File: config.mk
export PLATFORM = sky130hd
export DESIGN_NAME = ibcc_fifo
export DESIGN_NICKNAME = d
export VERILOG_FILES = /design/src/rtl/core/ibcc_fifo.sv
export SDC_FILE = /design/constraint.sdc
export NUM_CORES = 1
export LEC_CHECK = 0
export BUFFER_PORTS_ARGS = -buffer_cell sky130_fd_sc_hd__buf_2
export CAP_MARGIN = 5
export CORE_UTILIZATION = 30
export CTS_CLUSTER_DIAMETER = 120
export CTS_CLUSTER_SIZE = 40
export DETAILED_ROUTE_END_ITERATION = 16
export PLACE_DENSITY = 0.58
export SETUP_SLACK_MARGIN = 0.3
export SLEW_MARGIN = 10
export SYNTH_ARGS = -nofsm -noshare
export SYNTH_HDL_FRONTEND = slang
export SYNTH_SLANG_ARGS = --single-unit
File: constraint.sdc
create_clock -name clk -period 2.1 [get_ports clk]
set_input_delay 0.315 -clock clk [delete_from_list [all_inputs] [get_ports clk]]
set_output_delay 0.315 -clock clk [all_outputs]
set_load 0.01 [all_outputs]
File: src/rtl/core/ibcc_fifo.sv
module ibcc_fifo #(
    parameter int WIDTH = 8,
    parameter int DEPTH = 2
) (
    input  logic                       clk,
    input  logic                       rst_n,
    input  logic                       push,
    input  logic [WIDTH-1:0]           wr_data,
    input  logic                       pop,
    output logic [WIDTH-1:0]           rd_data,
    output logic                       full,
    output logic                       empty,
    output logic [$clog2(DEPTH+1)-1:0] count
);

    // DEPTH must be a power of two so the pointers wrap on their own.
    localparam int AW = $clog2(DEPTH);
    localparam int CW = $clog2(DEPTH + 1);

    logic [WIDTH-1:0] mem_reg [DEPTH];
    logic [AW-1:0]    wr_ptr_reg;
    logic [AW-1:0]    rd_ptr_reg;
    logic [CW-1:0]    count_reg;
    logic [CW-1:0]    count_next;

    always_comb
    begin
        count_next = count_reg + CW'(push) - CW'(pop);
    end

    always_ff @(posedge clk or negedge rst_n)
    begin
        if (!rst_n)
        begin
            wr_ptr_reg <= '0;
            rd_ptr_reg <= '0;
            count_reg  <= '0;
        end
        else
        begin
            if (push)
            begin
                wr_ptr_reg <= wr_ptr_reg + AW'(1);
            end
            if (pop)
            begin
                rd_ptr_reg <= rd_ptr_reg + AW'(1);
            end
            count_reg <= count_next;
        end
    end

    always_ff @(posedge clk)
    begin
        if (push)
        begin
            mem_reg[wr_ptr_reg] <= wr_data;
        end
    end

    assign rd_data = mem_reg[rd_ptr_reg];
    assign full    = (count_reg == CW'(DEPTH));
    assign empty   = (count_reg == '0);
    assign count   = count_reg;

endmodule

==> flow_summary_export.csv <==
group,metric,value,unit
sta,finalSetupViolations,0,
setup_path,crit_required,1.78,ns
setup_path,path_cells,"mux2_4 -> buf_2",
yosys,synth_top_area_cell,"edfxtp_1",
cells_and_area,fin_nets,83,
place,port_buffers,23,
cells_and_area,regArea,582,µm²
die,boundaryPins,24,
global_route,grt_max_degree,12,
cells_and_area,fillers,246,
cells_and_area,final_layout_size_suffix_gt1_share,52.9,%
setup_path,rr_endpoint,"count[1]",
global_route,antenna_found_initial,0,
sta,fin_crit_sh,77.8,%
cells_and_area,antenna_cells,0,
cells_and_area,syn_to_final_growth,23.1,%
sta,skew,0.00529,ns
detailed_routing,drt_iter0_drc,5,
pwr,ir_drop,0.527,mV
setup_path,cp.buffers_inverters,1,
die,dieWidth,53.9,µm
detailed_routing,antenna_left,0,
yosys,syn_nets,54,
global_route,grt_pass1_wl,1830,µm
run_status,status,"finished clean",
setup_path,critical-path-top-delay-family,"flip-flops",
sta,tns,0,ns
die,start_util,32.0,%
setup_path,crit_type,"flip-flop to output pin",
detailed_routing,num_vias,412,
global_route,grtUsageTotal,9.86,%
die,row_count,18,
detailed_routing,drc,0,
worst_hold_path,min_path_cells,1,
place,dp_hpwl,878,µm
setup_path,arrival,1.32,ns
cells_and_area,multi_input_area,209,µm²
yosys,yosysTopAreaCellShare,59.4,%
sta,slew_viol_final,0,
cts,htreeDepth,1,
yosys,synth_area_leaders,"edfxtp_1 (59%), mux2_4 (15%), dfrtp_1 (12%)",
worst_hold_path,min_to,"mem_reg[1][6]",
sta,clock.fmax,612,MHz
cells_and_area,final_common_cell,"buf_2",
cts,cts_buffers,3,
die,die-area,2910,µm²
yosys,syn_avg_cell_area,20.2,µm²
detailed_routing,vias_per_cell,4.20,
sta,rsz0062_at_grt,"false",
cells_and_area,layout_common_cells,"buf_2 (23), edfxtp_1 (16), mux2_4 (8), clkbuf_4 (3), dfrtp_1 (3)",
place,place_congestion,0.672,
yosys,ys_seq_elements,20,
sta,final-hold-violation-count,0,
yosys,syn_inst,40,
cts,clk_latency,0.29,ns
cts,clk_pin_slew,0.11,ns
cts,cts-root-buf,"clkbuf_4",
pwr,power_density,1250,nW/µm²
setup_path,rr_worst_depth,5,
detailed_routing,drt-total-wl,1190,µm
cells_and_area,instances_no_fill,98,
setup_path,slowest_delay,0.56,ns
setup_path,cp_slowest_cell,"dfrtp_2",
flow_run,cap_violations,0,
pwr,p_leak,0.434,nW
detailed_routing,drt-wirelength-per-cell,12.1,µm
setup_path,cp_max_fo,9,
worst_hold_path,hold_start,"wr_data[6]",
setup_path,reg2reg_from,"count[0]",
global_route,grt_overflow,0,
worst_hold_path,hold_class,"input pin to flip-flop",
setup_path,worstSetupStartpointType,"flip-flop",
place,dp_cells,93,
setup_path,endpoint_kind,"output pin",
die,die_h,53.9,µm
detailed_routing,dr.pass1.iters,2,
sta,period_minus_slack,1.63,ns
sta,max_slew_margin,73.2,%
place,placed_area,957,µm²
yosys,synth_cell_type_count,11,
yosys,netlist_area,808,µm²
sta,worst_pin_slew,0.401,ns
cells_and_area,fin_area,995,µm²
cts,cts_tree,"done",
setup_path,r2r_slack,0.87,ns
yosys,yosysSeqAreaShare,71.8,%
cells_and_area,largest_register_ffs,16,
cts,clock-sinks,20,
cts,clockBufferDepth,2,
yosys,yosys_warnings,0,
sta,holdWs,0.205,ns
die,core_region_area,2520,µm²
global_route,grt_pass1_vias,426,
[through the flow]
step / setup WS, ns / utilization (%) / power [W]
6_report: 0.466 / 39.4 / 0.00124
5_1_grt: 0.386 / 39.4 / 0.00134
4_1_cts: 0.435 / 39.4 / 0.00126
3_5_place_dp: 0.610 / 37.9 / 0.00108
3_3_place_gp: 0.645 / 37.9 / 0.00106
2_1_floorplan: 0.876 / - / 0.000933
[report_power, final]
group          total [W]  switching [W]  internal [W]
sequential      0.000631      0.0000898      0.000541
clock           0.000181       0.000107     0.0000738
combinational   0.000427       0.000168      0.000259
[final cells by class]
type | count | area share (%)
clock buffer | 4 | 2.64
tap | 30 | 3.77
sequential | 20 | 58.5
multi-input combinational | 17 | 21.0
inverter | 2 | 0.755
timing repair buffer | 25 | 13.3
[how the worst max path moves through the flow]
stage | start | to | slack (ns) | cells past startpoint
floorplan | count[0] | count[1] | 0.88 | 5
global placement | rd_ptr_reg | rd_data[0] | 0.64 | 2
detailed placement | rd_ptr_reg | rd_data[0] | 0.61 | 2
CTS | rd_ptr_reg | rd_data[0] | 0.44 | 2
global route | rd_ptr_reg | rd_data[5] | 0.39 | 2
finish | rd_ptr_reg | rd_data[0] | 0.47 | 2
[layer usage]
layer  share of wire, %  vias up  GRT usage (%)
met3                6.2        2           2.54
met5                  0        -              0
li1                   -      200              -
met1                 41      190           11.3
met4                1.6        0           5.26
met2                 51       20           16.7
[logic make-up after synthesis]
| group | after synthesis | share of synthesized area, % |
|---|---|---|
| DFF | 20 | 71.8 |
| and+or+nand+nor | 4 | 2.79 |
| buffers and inverters | 3 | 2.32 |
| adders and majority gates | 2 | 3.10 |
| muxes | 8 | 14.9 |
| xor gates and xnor gates | 3 | 5.11 |
[worst reg2reg max path, cell delays in order, from the launching register on]
cell and delay (ns):
dfrtp_1 0.40, inv_1 0.06, ha_1 0.26, inv_1 0.05, ha_1 0.14, xor3_1 0.21
[cells in the mapped netlist]
cell,count
and2_1,1
xor2_1,2
mux2_4,8
inv_1,2
dfrtp_1,4
ha_1,2
xor3_1,1
edfxtp_1,16
nor2_1,1
nor2b_1,2
buf_6,1
[what timing repair did]
action                                  in CTS  in global routing
hold endpoints to repair                     4                  0
resized for setup                            1                  0
hold buffers                                 1                  0
endpoints found under the setup margin       8                  0
setup buffers                                0                  0
No activity file was read; power rests on OpenSTA's default activity.
