===== src/rtl/core/ibcc_pkg.sv =====
package ibcc_pkg;

    localparam int NUM_AXES = 3;
    localparam int NUM_SUMS = 6;
    localparam logic [2:0] SEQ_IDLE  = 3'd6;
    localparam logic [2:0] ACC_Z_IDX = 3'd2;
    localparam logic [2:0] LAST_IDX  = 3'd5;

    localparam logic [14:0] ONE_G_RESET = 15'd16384;

    // Gyro: c * 250 / 41, divide by exact reciprocal (m < 2^23)
    localparam logic [7:0]  GYRO_SCALE = 8'd250;
    localparam int          GYRO_SHIFT = 29;
    localparam logic [23:0] GYRO_RECIP = 24'(((1 << GYRO_SHIFT) + 40) / 41);

    // Temp: (3653*17 + 5*t) / 17, divide by exact reciprocal (m < 2^18)
    localparam logic signed [18:0] TEMP_OFFSET = 19'sd62101;
    localparam logic signed [18:0] TEMP_SCALE  = 19'sd5;
    localparam int                 TEMP_SHIFT  = 23;
    localparam logic [18:0]        TEMP_RECIP  = 19'(((1 << TEMP_SHIFT) + 16) / 17);

    localparam int MID_DEPTH = 2;
    localparam int OUT_DEPTH = 4;
    localparam int OUT_CNT_W = $clog2(OUT_DEPTH + 1);

    localparam int GYRO_OUT_MAX = 199805;
    localparam int TEMP_OUT_MIN = -5985;
    localparam int TEMP_OUT_MAX = 13291;

    typedef struct packed {
        logic [NUM_AXES-1:0][15:0] accel;
        logic [NUM_AXES-1:0][15:0] gyro;
        logic [15:0]               temp;
        logic [7:0]                progress;
        logic                      done;
    } mid_item_t;

    typedef struct packed {
        logic [NUM_AXES-1:0][15:0] accel;
        logic [NUM_AXES-1:0][18:0] gyro;
        logic [14:0]               temp;
        logic [7:0]                progress;
        logic                      done;
    } out_item_t;

endpackage


===== src/rtl/core/ibcc_front.sv =====
module ibcc_front #(
    parameter int CALIB_SAMPLES = 200
) (
    input  logic                                clk,
    input  logic                                rst_n,
    input  logic                                accept,
    input  logic                                func,
    input  logic [ibcc_pkg::NUM_AXES-1:0][15:0] accel_raw,
    input  logic [ibcc_pkg::NUM_AXES-1:0][15:0] gyro_raw,
    input  logic [15:0]                         temp_raw,
    input  logic [14:0]                         one_g_counts,
    output logic                                busy,
    output ibcc_pkg::mid_item_t                 mid_item
);

    localparam logic [7:0]  CNT_LIMIT = 8'(CALIB_SAMPLES);
    localparam logic [31:0] DIV_RECIP = 32'((64'd1 << 31) / CALIB_SAMPLES);

    logic [23:0] sum_reg  [ibcc_pkg::NUM_SUMS];
    logic [15:0] bias_reg [ibcc_pkg::NUM_SUMS];
    logic [7:0]  count_reg;
    logic        busy_reg;
    logic [2:0]  issue_reg;

    // bias divide pipeline: |sum| -> approx quotient -> q*N -> correct
    logic        s1_v_reg, s2_v_reg, s3_v_reg;
    logic [2:0]  s1_idx_reg, s2_idx_reg, s3_idx_reg;
    logic        s1_neg_reg, s2_neg_reg, s3_neg_reg;
    logic [22:0] s1_mag_reg, s2_mag_reg, s3_mag_reg;
    logic [22:0] s2_q0_reg, s3_q0_reg;
    logic [22:0] s3_qn_reg;

    logic [7:0]  cnt_inc;
    logic        complete;
    logic        calib_acc;
    logic        issuing;
    logic [23:0] rd_sum;
    logic [23:0] rd_abs;
    logic [54:0] recip_prod;
    logic [30:0] qn_full;
    logic [22:0] rem;
    logic [22:0] q_fix;
    logic [23:0] q_signed;
    logic [15:0] new_bias;
    logic        last_wb;

    always_comb
    begin
        cnt_inc   = count_reg + 8'd1;
        calib_acc = accept && func;
        complete  = calib_acc && (cnt_inc >= CNT_LIMIT);
        issuing   = (issue_reg != ibcc_pkg::SEQ_IDLE);

        for (int i = 0; i < ibcc_pkg::NUM_AXES; i++)
        begin
            mid_item.accel[i] = accel_raw[i] - bias_reg[i];
            mid_item.gyro[i]  = gyro_raw[i] - bias_reg[ibcc_pkg::NUM_AXES + i];
        end
        mid_item.temp     = temp_raw;
        mid_item.progress = func ? cnt_inc : count_reg;
        mid_item.done     = func && (cnt_inc >= CNT_LIMIT);

        rd_sum     = issuing ? sum_reg[issue_reg] : '0;
        rd_abs     = rd_sum[23] ? (~rd_sum + 24'd1) : rd_sum;
        recip_prod = 55'(s1_mag_reg) * 55'(DIV_RECIP);
        qn_full    = 31'(s2_q0_reg) * 31'(CALIB_SAMPLES);

        // approximate quotient is low by at most one
        rem      = s3_mag_reg - s3_qn_reg;
        q_fix    = (rem >= 23'(CALIB_SAMPLES)) ? (s3_q0_reg + 23'd1) : s3_q0_reg;
        q_signed = s3_neg_reg ? -{1'b0, q_fix} : {1'b0, q_fix};
        new_bias = q_signed[15:0];
        if (s3_idx_reg == ibcc_pkg::ACC_Z_IDX)
        begin
            new_bias = new_bias - {1'b0, one_g_counts};
        end
        last_wb = s3_v_reg && (s3_idx_reg == ibcc_pkg::LAST_IDX);
    end

    always_ff @(posedge clk or negedge rst_n)
    begin
        if (!rst_n)
        begin
            for (int i = 0; i < ibcc_pkg::NUM_SUMS; i++)
            begin
                sum_reg[i]  <= '0;
                bias_reg[i] <= '0;
            end
            count_reg <= '0;
            busy_reg  <= 1'b0;
            issue_reg <= ibcc_pkg::SEQ_IDLE;
            s1_v_reg  <= 1'b0;
            s2_v_reg  <= 1'b0;
            s3_v_reg  <= 1'b0;
        end
        else
        begin
            if (calib_acc)
            begin
                for (int i = 0; i < ibcc_pkg::NUM_AXES; i++)
                begin
                    sum_reg[i] <= sum_reg[i] + {{8{accel_raw[i][15]}}, accel_raw[i]};
                    sum_reg[ibcc_pkg::NUM_AXES + i] <= sum_reg[ibcc_pkg::NUM_AXES + i]
                        + {{8{gyro_raw[i][15]}}, gyro_raw[i]};
                end
                count_reg <= complete ? 8'd0 : cnt_inc;
            end

            if (complete)
            begin
                busy_reg  <= 1'b1;
                issue_reg <= 3'd0;
            end
            else if (issuing)
            begin
                issue_reg <= issue_reg + 3'd1;
            end

            s1_v_reg <= issuing;
            s2_v_reg <= s1_v_reg;
            s3_v_reg <= s2_v_reg;

            if (s3_v_reg)
            begin
                bias_reg[s3_idx_reg] <= new_bias;
            end
            if (last_wb)
            begin
                busy_reg <= 1'b0;
                for (int i = 0; i < ibcc_pkg::NUM_SUMS; i++)
                begin
                    sum_reg[i] <= '0;
                end
            end
        end
    end

    always_ff @(posedge clk)
    begin
        s1_idx_reg <= issue_reg;
        s1_neg_reg <= rd_sum[23];
        s1_mag_reg <= rd_abs[22:0];

        s2_idx_reg <= s1_idx_reg;
        s2_neg_reg <= s1_neg_reg;
        s2_mag_reg <= s1_mag_reg;
        s2_q0_reg  <= recip_prod[53:31];

        s3_idx_reg <= s2_idx_reg;
        s3_neg_reg <= s2_neg_reg;
        s3_mag_reg <= s2_mag_reg;
        s3_q0_reg  <= s2_q0_reg;
        s3_qn_reg  <= qn_full[22:0];
    end

    assign busy = busy_reg;

endmodule


===== config.mk =====
export PLATFORM = sky130hd
export DESIGN_NAME = ibcc_front
export DESIGN_NICKNAME = d
export VERILOG_FILES = /design/src/rtl/core/ibcc_pkg.sv /design/src/rtl/core/ibcc_front.sv
export SDC_FILE = /design/constraint.sdc
export NUM_CORES = 2
export LEC_CHECK = 0
export BUFFER_PORTS_ARGS = -buffer_cell sky130_fd_sc_hd__clkbuf_2
export CELL_PAD_IN_SITES_DETAIL_PLACEMENT = 1
export CELL_PAD_IN_SITES_GLOBAL_PLACEMENT = 2
export CORE_ASPECT_RATIO = 1.25
export CORE_MARGIN = 4
export CORE_UTILIZATION = 30
export DETAILED_ROUTE_END_ITERATION = 8
export PLACE_DENSITY_LB_ADDON = 0.05
export REMOVE_ABC_BUFFERS = 1
export SYNTH_ARGS = -nofsm -noshare
export SYNTH_HDL_FRONTEND = slang
export SYNTH_SLANG_ARGS = --single-unit

===== constraint.sdc =====
create_clock -name clk -period 9.1 [get_ports clk]
set_input_delay 2.73 -clock clk [delete_from_list [all_inputs] [get_ports clk]]
set_output_delay 2.73 -clock clk [all_outputs]
set_load 0.02 [all_outputs]

==> metrics.txt <==
WL final 135 mm; crit-path leading delay family compound AO/OA/AOI/OAI gates; Final Slew Violations 0; slowest cell on the critical path ha_1; number of global-route vias before repair 33000; WP data arrival 6.10 ns; CP max FO 2; global placement routability congestion 0.808; DR vias/cell 4.95; number of buffers inserted by port buffering 220; worst reg2reg path startpoint s3_qn_reg[5]; hold endpoint s3_neg_reg; # clock sinks 379; final instance area 0.0416 mm2; hpwl dp 110 mm; skew final 0.0455 ns; fmax 113 MHz; Clock transition at path regs 0.06 ns; max cap viols 0; DRC violations left 0; pin count of the biggest net entering global routing 114; Setup crit start kind input pin; reg2reg setup slack 1.18 ns; 1st-pass router iterations 5; Fillers 14400; initial antenna violation count 16; ys flop type dfrtp_1; nets 5340; Seq/Total Area, Yosys 0.240; Critical R2R Capture bias_reg[15]; Slew HR 0.191; Critical Path End Type output port; DR iter-0 viols 1009; CTS tree built; CTS H-Tree Depth 2; first-pass GRT wire length 205 mm; wire per inst 22.2 um; distinct cell type count after synthesis 84; Cells after DPL 5963; IO Count 253; number of buffers created by CTS 48; Ys Warns 0; Initial Utilization 0.303; placed cell areas 0.0400 mm2; fraction of layout cells with a size suffix above 1 0.0975; average size of a mapped cell 8.77 um2; most frequent cells in the layout ha_1, inv_1, nand2_1; clk root buf clkbuf_16; crit path buf inv count 4; cells after synthesis 4203; CTS Buffer Depth 3; Core Footprint 0.122 mm2; Placement Rows 143; Die Ht 400 um; final hold violations 0; Tmin final 8.83 ns; R2R depth 32; Min-Delay Startpoint s2_neg_reg; Layout Cells excl Fill 6059; Die ar. 0.129 mm2; GRT overflow 0; crit path cell chain clkbuf_2, ha_1, nor2b_1, o21ai_0, a21boi_0, o21ai_0, a21boi_0, o21ai_1, a21boi_1, o21ai_0, nand2b_1, a31oi_4, o2111ai_1, a21oi_1, buf_4, xnor2_1, buf_4, clkbuf_2; Slew @ Worst Pin 1.20 ns; status completed; Final Cycle Share 0.970; Post-synth ARST share 0.673; Skew-Pair Late Insertion Delay 0.64 ns; CTS hold repair buffers 0; leading cell type in the layout, fill and taps excluded ha_1; slowest stage delay, CP 0.27 ns; area growth from synthesis to layout 12.8%; crit-path most repeated cell o21ai_0; Final Core Density 0.342; # setup viols final 0; die width 322 um; total routing usage reported by global routing 0.211; number of synthesized flops with an enable pin 0; Post-Syn Area 0.0369 mm2; WS Path Type in -> out; hold depth 0; Final ANT Viol Nets 0; Synth Register Bits 379; WP data required 6.37 ns; max reg flops 144; via count 30000; RSZ-0062 raised after global routing false; HP Class reg -> reg
worst max path at each step:
| stage | startpoint | cells past startpoint | to | slack (ns) |
|---|---|---|---|---|
| 4_1_cts | accel_raw[0] | 17 | mid_item[87] | 0.01 |
| 3_3_place_gp | gyro_raw[17] | 18 | mid_item[56] | -0.1 |
| 2_1_floorplan | accel_raw[16] | 15 | mid_item[103] | 0.94 |
| 3_5_place_dp | gyro_raw[17] | 18 | mid_item[56] | -0.16 |
| 5_1_grt | accel_raw[17] | 17 | mid_item[104] | 0.002 |
| 6_report | accel_raw[1] | 18 | mid_item[88] | 0.27 |
worst reg2reg max path, delay by kind of cell (launching register included):
family | cells | cell delay, ns
fa+ha+maj | 3 | 0.99
xor+xnor | 4 | 1.05
compound gates | 15 | 3.30
flops | 1 | 0.54
buf+inv | 4 | 0.77
simple gates | 6 | 1.12
what timing repair did:
| item | CTS | global route |
|---|---|---|
| resized for setup | 7 | 27 |
| setup endpoints to repair | 5 | 16 |
| pin swaps | 0 | 3 |
| buffers inserted | 0 | 2 |
layout make-up:
| type | count | area, um2 | share of cell area |
|---|---|---|---|
| multi-input combinational | 3136 | 25400 | 0.611 |
| sequential | 379 | 8870 | 0.213 |
| clock buffer | 81 | 1410 | 0.0338 |
| timing repair buffer | 303 | 1750 | 0.0420 |
| inverter | 552 | 2070 | 0.0498 |
| antenna | 4 | 10.0 | 0.000241 |
| tap | 1595 | 2000 | 0.0480 |
| clock inverter | 9 | 87.6 | 0.00210 |
through the flow:
stage	setup WS, ns	setup TNS, ns	hold WS [ns]
floorplan	0.936	0	0.310
CTS	0.0135	0	0.303
global placement	-0.0986	-0.115	0.312
finish	0.275	0	0.316
global route	0.00188	0	0.326
detailed placement	-0.158	-0.363	0.313
synthesized netlist by cell type, types with 35 or more instances:
master	number	area share
ha_1	577	0.20
a21boi_0	38	0.0077
a21o_1	79	0.016
nor2_1	285	0.029
a21oi_1	298	0.040
nand3_1	88	0.012
inv_1	551	0.056
xor2_1	83	0.020
nor3_1	68	0.0092
nand2_1	450	0.046
dfxtp_1	124	0.067
o21bai_1	45	0.0092
clkbuf_1	93	0.0095
dfrtp_1	253	0.17
xnor2_1	190	0.045
fa_1	212	0.12
o21ai_0	177	0.024
o21ai_1	37	0.0050
a31oi_1	35	0.0059
cells by family (layout without fill, tap and decap cells):
kind of cell             after synthesis  after routing  share of synthesized area
flip-flops                           379            379                      0.240
AND/OR/NAND/NOR                     1126           1126                      0.138
other                                  0              4                          0
AO/OA/AOI/OAI                        886            886                      0.149
adder cells (fa/ha/maj)              789            789                      0.311
XOR/XNOR                             273            273                     0.0648
multiplexers                          62             62                     0.0248
buffers and inverters                688            945                     0.0721
metal layers:
metal / share of wire / up-vias / wire length (um) / GRT usage
li1: - / 14700 / - / -
met1: 0.42 / 14900 / 57200 / 0.250
met2: 0.53 / 293 / 72100 / 0.409
met3: 0.024 / 111 / 3280 / 0.0245
met4: 0.016 / 10 / 2120 / 0.0370
met5: 0.00048 / - / 65 / 0
Power is left out: the tool's default activity adds up to more than one toggle a clock period on the data nets, which glitch-free logic cannot reach.
