File: src/rtl/core/ibcc_pkg.sv
package ibcc_pkg;

    localparam int NUM_AXES = 3;
    localparam int NUM_SUMS = 6;
    localparam logic [2:0] SEQ_IDLE  = 3'd6;
    localparam logic [2:0] ACC_Z_IDX = 3'd2;
    localparam logic [2:0] LAST_IDX  = 3'd5;

    localparam logic [14:0] ONE_G_RESET = 15'd16384;

    // Gyro: c * 250 / 41, divide by exact reciprocal (m < 2^23)
    localparam logic [7:0]  GYRO_SCALE = 8'd250;
    localparam int          GYRO_SHIFT = 29;
    localparam logic [23:0] GYRO_RECIP = 24'(((1 << GYRO_SHIFT) + 40) / 41);

    // Temp: (3653*17 + 5*t) / 17, divide by exact reciprocal (m < 2^18)
    localparam logic signed [18:0] TEMP_OFFSET = 19'sd62101;
    localparam logic signed [18:0] TEMP_SCALE  = 19'sd5;
    localparam int                 TEMP_SHIFT  = 23;
    localparam logic [18:0]        TEMP_RECIP  = 19'(((1 << TEMP_SHIFT) + 16) / 17);

    localparam int MID_DEPTH = 2;
    localparam int OUT_DEPTH = 4;
    localparam int OUT_CNT_W = $clog2(OUT_DEPTH + 1);

    localparam int GYRO_OUT_MAX = 199805;
    localparam int TEMP_OUT_MIN = -5985;
    localparam int TEMP_OUT_MAX = 13291;

    typedef struct packed {
        logic [NUM_AXES-1:0][15:0] accel;
        logic [NUM_AXES-1:0][15:0] gyro;
        logic [15:0]               temp;
        logic [7:0]                progress;
        logic                      done;
    } mid_item_t;

    typedef struct packed {
        logic [NUM_AXES-1:0][15:0] accel;
        logic [NUM_AXES-1:0][18:0] gyro;
        logic [14:0]               temp;
        logic [7:0]                progress;
        logic                      done;
    } out_item_t;

endpackage

File: src/rtl/core/ibcc_back.sv
module ibcc_back (
    input  logic                                 clk,
    input  logic                                 rst_n,
    input  logic                                 mid_empty,
    input  ibcc_pkg::mid_item_t                  mid_item,
    output logic                                 mid_pop,
    input  logic [ibcc_pkg::OUT_CNT_W-1:0]       out_count,
    output logic                                 out_push,
    output ibcc_pkg::out_item_t                  out_item
);

    logic                                  s1_v_reg, s2_v_reg;
    logic [ibcc_pkg::NUM_AXES-1:0][22:0]   s1_gmag_reg;
    logic [ibcc_pkg::NUM_AXES-1:0]         s1_gneg_reg, s2_gneg_reg;
    logic [17:0]                           s1_tmag_reg;
    logic                                  s1_tneg_reg, s2_tneg_reg;
    logic [ibcc_pkg::NUM_AXES-1:0][15:0]   s1_accel_reg, s2_accel_reg;
    logic [7:0]                            s1_prog_reg, s2_prog_reg;
    logic                                  s1_done_reg, s2_done_reg;
    logic [ibcc_pkg::NUM_AXES-1:0][17:0]   s2_gq_reg;
    logic [13:0]                           s2_tq_reg;

    logic [ibcc_pkg::NUM_AXES-1:0][15:0]   g_abs;
    logic [ibcc_pkg::NUM_AXES-1:0][23:0]   g_scaled;
    logic [ibcc_pkg::NUM_AXES-1:0][46:0]   g_prod;
    logic signed [18:0]                    t_val;
    logic [18:0]                           t_abs;
    logic [36:0]                           t_prod;
    logic [ibcc_pkg::OUT_CNT_W:0]          credit_use;

    always_comb
    begin
        // never take more than the output queue can still hold
        credit_use = {1'b0, out_count} + (ibcc_pkg::OUT_CNT_W + 1)'(s1_v_reg)
                   + (ibcc_pkg::OUT_CNT_W + 1)'(s2_v_reg);
        mid_pop    = !mid_empty
                   && (credit_use < (ibcc_pkg::OUT_CNT_W + 1)'(ibcc_pkg::OUT_DEPTH));

        for (int i = 0; i < ibcc_pkg::NUM_AXES; i++)
        begin
            g_abs[i]    = mid_item.gyro[i][15] ? (~mid_item.gyro[i] + 16'd1)
                                               : mid_item.gyro[i];
            g_scaled[i] = 24'(g_abs[i]) * 24'(ibcc_pkg::GYRO_SCALE);
            g_prod[i]   = 47'(s1_gmag_reg[i]) * 47'(ibcc_pkg::GYRO_RECIP);
        end

        t_val  = $signed({{3{mid_item.temp[15]}}, mid_item.temp}) * ibcc_pkg::TEMP_SCALE
               + ibcc_pkg::TEMP_OFFSET;
        t_abs  = t_val[18] ? (~t_val + 19'd1) : t_val;
        t_prod = 37'(s1_tmag_reg) * 37'(ibcc_pkg::TEMP_RECIP);

        out_push = s2_v_reg;
        for (int i = 0; i < ibcc_pkg::NUM_AXES; i++)
        begin
            out_item.accel[i] = s2_accel_reg[i];
            out_item.gyro[i]  = s2_gneg_reg[i] ? -{1'b0, s2_gq_reg[i]} : {1'b0, s2_gq_reg[i]};
        end
        out_item.temp     = s2_tneg_reg ? -{1'b0, s2_tq_reg} : {1'b0, s2_tq_reg};
        out_item.progress = s2_prog_reg;
        out_item.done     = s2_done_reg;
    end

    always_ff @(posedge clk or negedge rst_n)
    begin
        if (!rst_n)
        begin
            s1_v_reg <= 1'b0;
            s2_v_reg <= 1'b0;
        end
        else
        begin
            s1_v_reg <= mid_pop;
            s2_v_reg <= s1_v_reg;
        end
    end

    always_ff @(posedge clk)
    begin
        for (int i = 0; i < ibcc_pkg::NUM_AXES; i++)
        begin
            s1_gmag_reg[i] <= g_scaled[i][22:0];
            s2_gq_reg[i]   <= g_prod[i][46:29];
        end
        s1_gneg_reg  <= {mid_item.gyro[2][15], mid_item.gyro[1][15], mid_item.gyro[0][15]};
        s1_tmag_reg  <= t_abs[17:0];
        s1_tneg_reg  <= t_val[18];
        s1_accel_reg <= mid_item.accel;
        s1_prog_reg  <= mid_item.progress;
        s1_done_reg  <= mid_item.done;

        s2_gneg_reg  <= s1_gneg_reg;
        s2_tq_reg    <= t_prod[36:23];
        s2_tneg_reg  <= s1_tneg_reg;
        s2_accel_reg <= s1_accel_reg;
        s2_prog_reg  <= s1_prog_reg;
        s2_done_reg  <= s1_done_reg;
    end

endmodule

File: config.mk
export PLATFORM = sky130hd
export DESIGN_NAME = ibcc_back
export DESIGN_NICKNAME = d
export VERILOG_FILES = /design/src/rtl/core/ibcc_pkg.sv /design/src/rtl/core/ibcc_back.sv
export SDC_FILE = /design/constraint.sdc
export NUM_CORES = 2
export LEC_CHECK = 0
export ABC_AREA = 1
export BUFFER_PORTS_ARGS = -buffer_cell sky130_fd_sc_hd__buf_2
export CORE_ASPECT_RATIO = 0.6
export CORE_MARGIN = 2
export CORE_UTILIZATION = 24
export CTS_CLUSTER_DIAMETER = 50
export DETAILED_ROUTE_END_ITERATION = 8
export SETUP_SLACK_MARGIN = 0.02
export SLEW_MARGIN = 0
export SYNTH_ARGS = -nofsm -noshare
export SYNTH_HDL_FRONTEND = slang
export SYNTH_SLANG_ARGS = --single-unit
File: constraint.sdc
create_clock -name clk -period 9.5 [get_ports clk]
set_input_delay 1.425 -clock clk [delete_from_list [all_inputs] [get_ports clk]]
set_output_delay 1.425 -clock clk [all_outputs]
set_load 0.05 [all_outputs]
==> tab_implementation.tex <==
\begin{tabular}{lr}
\hline
Metric & Value \\
\hline
\multicolumn{2}{l}{\textbf{Die}} \\
\quad Number of top-level design ports & 258 \\
\quad Floorplan die height & 357 um \\
\quad Core area & 206,000 um2 \\
\quad Initial core utilization & 24.2\% \\
\quad Total number of placement rows & 129 \\
\quad Floorplan die width & 593 um \\
\quad Die footprint & 212,000 um2 \\
\multicolumn{2}{l}{\textbf{CTS}} \\
\quad Post-CTS clock slew at the launch and capture registers of the worst setup and hold paths & 0.06 ns \\
\quad Number of buffers added by the clock tree synthesis step & 46 \\
\quad Clock tree from TritonCTS & built \\
\quad Buffer type at the clock tree root & clkbuf\_16 \\
\quad Post-CTS resize count & 0 \\
\quad Number of buffers inserted to repair setup after CTS & 0 \\
\quad Longest Clk Path Bufs & 3 \\
\quad Number of levels the H-tree was split into & 2 \\
\quad \# clock sinks & 276 \\
\quad Number of hold buffers added after CTS & 0 \\
\quad Clk\_lat worst skew & 0.63 ns \\
\multicolumn{2}{l}{\textbf{Timing}} \\
\quad Period utilization & 71.6\% \\
\quad Achievable frequency & 0.147 GHz \\
\quad Final critical path time including I/O delays and setup & 6.80 ns \\
\quad Worst slew margin relative to its limit & 31.5\% \\
\quad Setup repair after global routing missed its margin & false \\
\quad Final count of hold timing violations & 0 \\
\quad Max-slew violation count & 0 \\
\quad Final number of setup-violating endpoints & 0 \\
\quad Least-Margin Pin Slew & 1.02 ns \\
\quad Max Clock Skew & 0.0218 ns \\
\quad Worst Hold Margin & 0.317 ns \\
\quad Aggregate negative setup slack & 0 ns \\
\multicolumn{2}{l}{\textbf{Global route}} \\
\quad Vias in the first global route & 36,800 \\
\quad Largest net degree at the start of global routing & 15 \\
\quad Wire length of the first global-routing pass & 212 mm \\
\quad Total congestion overflow & 0 \\
\quad Antenna violations before repair & 14 \\
\quad Aggregate global-route resource usage & 13.0\% \\
\multicolumn{2}{l}{\textbf{Synth}} \\
\quad Sequential element share of the synthesized area & 11.1\% \\
\quad Number of cells produced by synthesis & 5,676 \\
\quad Primary flip-flop cell chosen by synthesis mapping & dfxtp\_1 \\
\quad EDFF count, synth & 0 \\
\quad Flops \& latches, synth & 276 \\
\quad Count of synthesis-stage warnings from yosys & 0 \\
\quad Post-synth cell types & 44 \\
\quad Synth Area per Inst & 8.79 um2 \\
\quad Post-synthesis async set-or-reset flop share & 0.725\% \\
\quad Syn Std Cell Area & 49,900 um2 \\
\quad Synthesized netlist net count & 7,566 \\
\multicolumn{2}{l}{\textbf{Placement}} \\
\quad Routability-driven placement congestion ratio & 0.967 \\
\quad Number of port buffers & 257 \\
\quad Post-detail-place hpwl & 126 mm \\
\quad Placed standard-cell area & 54,600 um2 \\
\multicolumn{2}{l}{\textbf{Setup path}} \\
\quad Crit Path Class & reg2reg \\
\quad R2r worst-path depth & 21 \\
\quad Type of element capturing the critical path & register \\
\quad Start point of the critical path & s1\_gmag\_reg[51] \\
\quad Sort of element at the start of the critical path & register \\
\quad Worst flop-to-flop path startpoint & s1\_gmag\_reg[51] \\
\quad WP data required & 10.01 ns \\
\quad Biggest fanout along the worst timing path & 7 \\
\quad CP Data Arrival Time & 7.31 ns \\
\multicolumn{2}{l}{\textbf{Layout}} \\
\quad Nets & 7,861 \\
\quad Proportion of layout cells with a drive suffix above 1 & 6.66\% \\
\quad Max FFs per register & 66 \\
\quad Area grow syn2layout & 12.6\% \\
\quad Final instance area & 56,200 um2 \\
\multicolumn{2}{l}{\textbf{Drt}} \\
\quad Vias & 38,000 \\
\quad Routed length per placed instance & 15.8 um \\
\quad Vias per cell & 4.33 \\
\quad Remaining design rule violation count & 0 \\
\quad Antenna Violating Nets Remaining & 0 \\
\quad Overall routed net length & 139 mm \\
\quad Number of search-and-repair iterations in the first detailed-routing pass & 6 \\
\quad Iteration-0 DRC count of the detailed router & 2,828 \\
\multicolumn{2}{l}{\textbf{Run status}} \\
\quad Status & completed \\
\multicolumn{2}{l}{\textbf{Min path}} \\
\quad Worst hold path startpoint & s1\_accel\_reg[32] \\
\quad Class of the tightest hold or removal check & reg2reg \\
\quad Hold-critical path depth & 0 \\
\multicolumn{2}{l}{\textbf{Run}} \\
\quad Max-cap check violation count & 0 \\
\hline
\end{tabular}
[through the flow]
step           instances  worst slack [ns]  util (%)
3_3_place_gp        8674              2.41      26.4
3_5_place_dp        8674              2.47      26.4
5_1_grt             8761              2.41      27.2
2_1_floorplan       5676              3.32         -
6_report            8763              2.70      27.2
4_1_cts             8759              2.82      27.2
[worst max-delay path: stages, from the launching register on]
cell,delay [ns]
dfxtp_1,0.59
inv_1,0.18
fa_1,0.58
fa_1,0.56
inv_1,0.05
fa_1,0.46
fa_1,0.49
fa_1,0.56
fa_1,0.52
inv_1,0.06
fa_1,0.57
inv_1,0.07
ha_1,0.32
nand2_1,0.13
nor2_1,0.17
inv_1,0.07
nor4_1,0.83
nand2_1,0.12
nand2_1,0.14
nand2_1,0.10
nand3_1,0.08
nand2_1,0.05
[cell usage after synthesis (3+ instances only)]
master	instances	area share, %
a21boi_0	8	0.12
fa_1	762	31
nand2_2	13	0.16
o211ai_1	6	0.090
o21a_1	18	0.27
buf_4	5	0.075
ha_1	1001	25
a31oi_1	21	0.26
o21ai_0	186	1.9
xor2_2	3	0.098
nand4_1	46	0.58
xnor2_1	56	0.98
nand3_1	163	1.6
a21o_1	34	0.51
inv_2	3	0.023
xor2_1	171	3.0
nor2_2	3	0.038
o31ai_1	11	0.17
and2_1	5	0.063
a211oi_1	3	0.045
nand3b_1	5	0.075
inv_1	1367	10
nor4_1	18	0.23
nor3_1	47	0.47
o21bai_1	38	0.57
dfxtp_1	274	11
clkbuf_1	7	0.053
a21oi_1	263	2.6
nand2_4	8	0.18
or2_2	24	0.30
nand2_1	718	5.4
nor2_1	374	2.8
[worst paths after layout]
| check | end | slack, ns |
|---|---|---|
| worst max-delay path | s2_gq_reg[45] | 2.70 |
| worst min-delay path | out_item[113] | 0.32 |
| worst max register to register | s2_gq_reg[45] | 2.70 |
| worst min register to register | out_item[113] | 0.32 |
| max in group asynchronous | out_push | 8.81 |
| min in group asynchronous | s1_v_reg | 0.59 |
[cell type report]
class	instances	area, um2
repair buffers	260	1310
inverters	1372	5150
multi-input cells	4015	39100
well taps	2751	3440
diodes	4	10.0
flip-flops and latches	276	5540
clock inverters	33	412
clock buffers	52	1190
fillers	22100	150000
[cells in the final DEF, fill, tap and decap left out, types with 24 or more instances in the layout]
cell type,netlist,final
a21o_1,34,34
a21oi_1,263,263
buf_2,0,257
clkbuf_16,0,46
dfxtp_1,274,274
fa_1,762,762
ha_1,1001,1001
inv_1,1367,1367
nand2_1,718,718
nand3_1,163,163
nand4_1,46,46
nor2_1,374,374
nor3_1,47,47
o21ai_0,186,186
o21bai_1,38,38
or2_2,24,24
xnor2_1,56,56
xor2_1,171,171
[logic make-up (layout without fill, tap and decap cells)]
family / after synthesis / after routing / share of synthesized area, %
AND/OR/NAND/NOR: 1428 / 1428 / 12.0
XOR/XNOR: 231 / 231 / 4.11
other: 0 / 4 / 0
buffers and inverters: 1385 / 1717 / 10.5
flip-flops: 276 / 276 / 11.1
adder cells (fa/ha/maj): 1763 / 1763 / 55.7
AO/OA/AOI/OAI: 593 / 593 / 6.62
[layer usage]
layer / track usage (%) / part of all wire (%) / up-vias / routed length (um)
met5: 0 / 0.023 / - / 32
met4: 1.77 / 0.96 / 6 / 1330
met3: 5.03 / 12 / 69 / 16100
met2: 15.0 / 34 / 1210 / 46600
met1: 21.4 / 54 / 18400 / 74500
li1: - / - / 18300 / -
Power is left out: the tool's default activity adds up to more than one toggle a clock period on the data nets, which glitch-free logic cannot reach.
